--- config.mk ---
export PLATFORM = sky130hd
export DESIGN_NAME = llp_stack
export DESIGN_NICKNAME = d
export VERILOG_FILES = /design/src/hw/rtl/llp_pkg.sv /design/src/hw/rtl/llp_stack.sv
export SDC_FILE = /design/constraint.sdc
export NUM_CORES = 1
export LEC_CHECK = 0
export ABC_AREA = 1
export BUFFER_PORTS_ARGS = -buffer_cell sky130_fd_sc_hd__buf_2
export CORE_MARGIN = 5
export CORE_UTILIZATION = 50
export DETAILED_ROUTE_END_ITERATION = 8
export GPL_TIMING_DRIVEN = 0
export PLACE_DENSITY_LB_ADDON = 0.08
export SYNTH_ARGS = -nofsm -noshare
export SYNTH_HDL_FRONTEND = slang
export SYNTH_SLANG_ARGS = --single-unit
--- constraint.sdc ---
create_clock -name clk -period 1.75 [get_ports clk]
set_input_delay 0.175 -clock clk [delete_from_list [all_inputs] [get_ports clk]]
set_output_delay 0.175 -clock clk [all_outputs]
set_load 0.02 [all_outputs]
--- src/hw/rtl/llp_pkg.sv ---
// shared types and codes for the ll(1) parser
`timescale 1ns / 1ps
package llp_pkg;

    localparam int SYM_W = 7;
    localparam int NT_BIT = 6;

    localparam logic [1:0] CMD_WR_ENTRY = 2'd0;
    localparam logic [1:0] CMD_WR_BODY  = 2'd1;
    localparam logic [1:0] CMD_START    = 2'd2;
    localparam logic [1:0] CMD_TOKEN    = 2'd3;

    localparam logic [2:0] EV_EXPANDED = 3'd0;
    localparam logic [2:0] EV_MATCHED  = 3'd1;
    localparam logic [2:0] EV_ACCEPTED = 3'd2;
    localparam logic [2:0] EV_NO_ENTRY = 3'd3;
    localparam logic [2:0] EV_MISMATCH = 3'd4;
    localparam logic [2:0] EV_OVERFLOW = 3'd5;
    localparam logic [2:0] EV_LIMIT    = 3'd6;
    localparam logic [2:0] EV_INACTIVE = 3'd7;

    typedef logic [SYM_W-1:0] sym_t;

endpackage

--- src/hw/rtl/llp_stack.sv ---
// symbol stack memory, one write and one registered read port
`timescale 1ns / 1ps
module llp_stack
    import llp_pkg::*;
#(
    parameter int STACK_DEPTH = 64,
    parameter int ADDR_W = 6
)
(
    input  logic              clk,
    input  logic              we,
    input  logic [ADDR_W-1:0] waddr,
    input  sym_t              wdata,
    input  logic [ADDR_W-1:0] raddr,
    output sym_t              rdata
);

    sym_t mem [STACK_DEPTH];
    sym_t rdata_reg;

    always_ff @(posedge clk)
    begin
        if (we)
        begin
            mem[waddr] <= wdata;
        end
        rdata_reg <= mem[raddr];
    end

    assign rdata = rdata_reg;

endmodule

==> flow_summary.json, run 1 <==
{
  "power_mw": 23.68,
  "powerDensity_mw_per_mm2": 1126,
  "status": "finished, violations left",
  "r2r_start": "mem[26][4]",
  "die_w_um": 202.6,
  "ios": 28,
  "grt_pass1_wl_um": 78050,
  "wl_per_cell_um": 24.44,
  "final_cell_mix": "nand2_1 (567), edfxtp_1 (448), nand3_1 (385)",
  "placed_cells": 2084,
  "startpoint": "waddr[0]",
  "final_common_cell": "nand2_1",
  "wirelength_um": 53120,
  "firstDrtPassIters": 7,
  "fp-row-count": 70,
  "critical_path_class": "input port to flop",
  "path_buf_inv": 2,
  "largest_register_ffs": 448,
  "end_kind": "flop",
  "first_iter_violations": 1368,
  "hold_viol": 0,
  "core_sq_mm": 0.03661,
  "synth_area_sq_mm": 0.01855,
  "dp_hpwl_um": 34850,
  "synth_mux_area_share_pct": 0,
  "nets": 1689,
  "cts_tree": "yes",
  "fmax_mhz": 526.9,
  "ys_types": 15,
  "violations": "setup timing",
  "overflow": 0,
  "critPathMaxFanout": 9,
  "synth.avg_cell_area_sq_um": 11.66,
  "synth_top_family_by_area": "simple AND/OR/NAND/NOR gates",
  "worst_pin_slew_ps": 1437,
  "num_vias": 12570,
  "cts-htree-levels": 2,
  "min-delay-start": "raddr[5]",
  "start_util_pct": 50.66,
  "die_area_sq_mm": 0.04104,
  "period_minus_slack_ps": 1898,
  "max_stage_delay_ps": 770,
  "drv_cap": 0,
  "netlist_instances": 1590,
  "crit_required_ps": 1950,
  "syn-num-nets": 1611,
  "cts_buffer_depth": 3,
  "rsz0062_at_grt": "true",
  "max-slew-margin-rel_pct": 4.193,
  "arrival_ps": 2100,
  "track_usage_pct": 25.85,
  "io_buffers": 20,
  "avgViaCountPerCell": 5.784,
  "yosys.area_share.simple_pct": 23.57,
  "fp.dieH_um": 202.6,
  "hold_buffers": 0,
  "drc": 0,
  "place_congestion": 0.9562,
  "synthXorXnorAreaFrac_pct": 0,
  "yosysWarningCount": 0,
  "ant_nets": 0,
  "cts.sinks": 455,
  "cts_root_buf": "clkbuf_16",
  "antenna_cells": 0,
  "synth_compound_area_share_pct": 0,
  "fin_hold_ws_ps": 45.86,
  "vdd_drop_max_v": 0.0008879,
  "stdcell_count": 2173,
  "yosys.area_share.adder_pct": 0,
  "drive_gt1_share_pct": 13.49,
  "fin_setup_tns_ps": -8645,
  "setup_viol": 154,
  "finClkSkew_ps": 10.47,
  "path_clk_slew_ps": 60,
  "area_growth_pct": 13.41,
  "fin_crit_sh_pct": 108.5,
  "grt_pass1_vias": 11890,
  "clk_latency_ps": 580,
  "drv_slew": 0,
  "fin_util_pct": 57.45,
  "critPathTopFamily": "simple AND/OR/NAND/NOR gates",
  "hp-class": "input port to flop",
  "grt_max_degree": 65,
  "numCtsBuffers": 47,
  "antenna_found_initial": 2,
  "start_kind": "input port",
  "setup_ws_ps": -147.9,
  "crit_path_top_delay_cell": "nor2_1",
  "crit_chain": "clkbuf_1 > inv_1 > nand4_1 > nor2_1",
  "seq_area_frac_synth_pct": 73.30,
  "synth_seq_cells": 455,
  "power_leakage_nw": 7.574
}
metal layers:
layer / vias to the layer above / track usage (%) / wire [um]
met4: 2 / 5.601 / 1066
met3: 81 / 5.734 / 5320
met1: 6107 / 38.70 / 22830
li1: 5761 / - / -
met5: - / 0 / 13
met2: 617 / 39.47 / 23890
cell families (layout without fill, tap and decap cells):
logic type | count (synthesis) | count (layout)
DFF | 455 | 455
and+or+nand+nor | 1025 | 1025
buffers and inverters | 110 | 225
power breakdown:
group          switching (mW)  internal [mW]  total, mW
sequential             0.0198           12.1       12.1
clock                    4.08           5.92       10.0
combinational            1.21          0.379       1.59
total                    5.31           18.4       23.7
worst register-to-register path, delay by kind of cell, from the launching register on:
kind / cells / cell delay, ps
and+or+nand+nor: 8 / 940
DFF: 1 / 360
per-stage QoR:
step / area [sq um] / setup WS, ps
after floorplan: 18550 / -92.66
after global placement: 19230 / -1064
after detailed placement: 19330 / -744.0
after CTS: 20900 / -122.7
after global routing: 21030 / -197.1
final: 21030 / -147.9
cell type report:
type	instances	area, sq um
inverter	12	47.55
multi-input combinational	1025	4559
timing repair buffer	29	177.7
buffer	98	533.0
sequential	455	13590
clock inverter	26	249.0
fill	3038	15580
tap	468	585.6
clock buffer	60	1287
Yosys cell counts:
cell type / number / area share, %
buf_2: 48 / 1.3
dfxtp_1: 7 / 0.76
nor4_1: 8 / 0.27
buf_4: 18 / 0.73
inv_2: 2 / 0.040
buf_1: 11 / 0.22
clkbuf_1: 16 / 0.32
nand3_1: 385 / 10
nor2_1: 56 / 1.1
inv_1: 9 / 0.18
nand2_1: 567 / 11
inv_4: 1 / 0.034
buf_6: 5 / 0.30
edfxtp_1: 448 / 73
nand4_1: 9 / 0.30
worst paths after layout:
| check | end | slack, ps | cells after the start |
|---|---|---|---|
| hold reg to reg | rdata[2] | 940 | 8 |
| hold / removal | rdata[6] | 50 | 3 |
| setup reg to reg | rdata[4] | 320 | 8 |
| setup / recovery | mem[2][0] | -150 | 4 |
what timing repair did:
action / CTS / global route
resized for setup: 14 / 40
pin swaps: 0 / 0
setup endpoints to repair: 201 / 321
buffers inserted: 0 / 3
Power figures use the tool's default switching activity.
==> run 2: changes to the inputs <==
Settings changed: ABC_AREA 1 to default, CAP_MARGIN from default to 10.
==> flow_summary.json, run 2 <==
{
  "status": "finished, violations left",
  "violations": "setup timing",
  "num_vias": 8730,
  "arrival_ps": 2010,
  "fp-row-count": 68,
  "synth.avg_cell_area_sq_um": 21.32,
  "clk_latency_ps": 570,
  "synth_seq_cells": 455,
  "power_leakage_nw": 6.182,
  "firstDrtPassIters": 5,
  "final_cell_area_sq_mm": 0.02009,
  "die_w_um": 197.8,
  "vdd_drop_max_v": 0.0008079,
  "area_growth_pct": 13.90,
  "place_congestion": 0.9207,
  "synth.top_cell.area_share_pct": 76.28,
  "max-slew-margin-rel_pct": 20.54,
  "synth_edf_count": 448,
  "placed_cells": 1302,
  "yosys-top-cells-count": "edfxtp_1 (448), mux4_2 (112), nor2_1 (76), clkbuf_1 (18), mux2i_1 (16)",
  "drive_gt1_share_pct": 32.98,
  "cts_buffer_depth": 3,
  "hold_viol": 0,
  "start_kind": "input port",
  "grt_max_degree": 65,
  "antenna_found_initial": 0,
  "fp.dieH_um": 197.8,
  "overflow": 0,
  "die_area_sq_mm": 0.03913,
  "drv_cap": 0,
  "post-synth-top-count-cell": "edfxtp_1",
  "end_kind": "flop",
  "fmax_mhz": 547.4,
  "placed_cell_area_sq_mm": 0.01831,
  "critPathMaxFanout": 10,
  "synth_top_family_by_area": "multiplexers",
  "worst_pin_slew_ps": 1192,
  "start_util_pct": 50.80,
  "final_common_cell": "edfxtp_1",
  "drv_slew": 0,
  "io_buffers": 20,
  "ios": 28,
  "largest_register_ffs": 448,
  "fin_hold_ws_ps": 54.66,
  "fillers": 2548,
  "wirelength_um": 43130,
  "synth_mux_area_share_pct": 15.34,
  "antenna_cells": 0,
  "ys.flop_type": "edfxtp_1",
  "wl_per_cell_um": 31.11,
  "nets": 922,
  "yosysWarningCount": 0,
  "setup_ws_ps": -76.98,
  "synth_top_cell_by_area": "edfxtp_1",
  "seq_area_frac_synth_pct": 77.08,
  "setup_viol": 21,
  "cts.sinks": 455,
  "fin_setup_tns_ps": -993.5,
  "yosys.area_share.adder_pct": 0,
  "fin_util_pct": 57.86,
  "ys_types": 38,
  "finClkSkew_ps": 18.66,
  "track_usage_pct": 22.48,
  "yosys.area_share.simple_pct": 3.434,
  "async_flop_share_pct": 0,
  "final_cell_mix": "edfxtp_1 (448), mux4_2 (112), clkbuf_16 (47)",
  "core_sq_mm": 0.03471,
  "numCtsBuffers": 46,
  "powerDensity_mw_per_mm2": 1127,
  "netlist_instances": 827,
  "avgViaCountPerCell": 6.299,
  "crit_required_ps": 1930,
  "grt_pass1_wl_um": 62690,
  "ant_nets": 0,
  "grt_pass1_vias": 8978,
  "critical_path_class": "input port to flop",
  "cts-htree-levels": 2,
  "drc": 0,
  "period_minus_slack_ps": 1827,
  "hp-class": "input port to flop",
  "cts_root_buf": "clkbuf_16",
  "synth_area_sq_mm": 0.01764,
  "syn-num-nets": 848,
  "path_clk_slew_ps": 60,
  "rsz0062_at_grt": "true",
  "synthXorXnorAreaFrac_pct": 0,
  "dp_hpwl_um": 27510,
  "fin_crit_sh_pct": 104.4,
  "first_iter_violations": 944,
  "cts_tree": "yes",
  "netlist_top_cells_area": "edfxtp_1 (76%), mux4_2 (14%), nor2_1 (1.6%), mux2i_1 (0.91%), dfxtp_1 (0.79%)",
  "stdcell_count": 1386,
  "synth_compound_area_share_pct": 2.618
}
[run 2: path summary, 6_finish.rpt]
check | start | endpoint | slack (ps) | cells past startpoint
max | waddr[2] | mem[12][5] | -80 | 4
min | wdata[1] | mem[60][1] | 50 | 1
max reg2reg | mem[45][3] | rdata[3] | 0 | 4
min reg2reg | mem[13][0] | rdata[0] | 940 | 4
[run 2: cells by family (layout without fill, tap and decap cells)]
kind of cell,Yosys count,count (layout)
flip-flops,455,455
multiplexers,130,130
buffers and inverters,47,151
AND/OR/NAND/NOR,130,130
AO/OA/AOI/OAI,65,65
[run 2: metrics by stage]
stage | setup WS [ps] | power, mW
6_report | -76.98 | 22.63
5_1_grt | -168.1 | 23.32
4_1_cts | -165.4 | 22.75
3_5_place_dp | -801.8 | 13.53
3_3_place_gp | -771.7 | 13.49
2_1_floorplan | 27.11 | 12.97
[run 2: final cells by class]
type | count | area [sq um] | area share (%)
well taps | 455 | 569.3 | 2.834
inverters | 2 | 7.507 | 0.03737
flip-flops and latches | 455 | 13590 | 67.67
clock inverters | 15 | 152.6 | 0.7599
multi-input cells | 325 | 4036 | 20.09
clock buffers | 63 | 1246 | 6.204
plain buffers | 45 | 284.0 | 1.414
repair buffers | 26 | 197.7 | 0.9842
[run 2: report_power, final]
group,switching (mW),internal [mW],total [mW]
logic,0.833,0.455,1.29
registers,0.0214,12.1,12.1
clock network,3.86,5.40,9.26
total,4.72,17.9,22.6
[run 2: repair_timing]
item | 4_1_cts | 5_1_grt
hold buffers | 1 | 0
pin swaps | 0 | 3
gates resized for setup | 39 | 51
endpoints found under the hold margin | 1 | 0
setup endpoints to repair | 154 | 276
setup buffers | 0 | 1
[run 2: per-layer routing]
| layer | vias to the layer above | wire length (um) | track usage, % |
|---|---|---|---|
| met1 | 4655 | 18000 | 33.16 |
| met2 | 375 | 20730 | 35.26 |
| met5 | - | 0 | 0 |
| met3 | 78 | 3272 | 4.237 |
| li1 | 3622 | - | - |
| met4 | 0 | 1125 | 5.917 |
[run 2: worst max-delay path: stages]
cell and delay [ps]:
clkbuf_1 350, nor2b_1 280, nand2_1 470, nor2_1 720
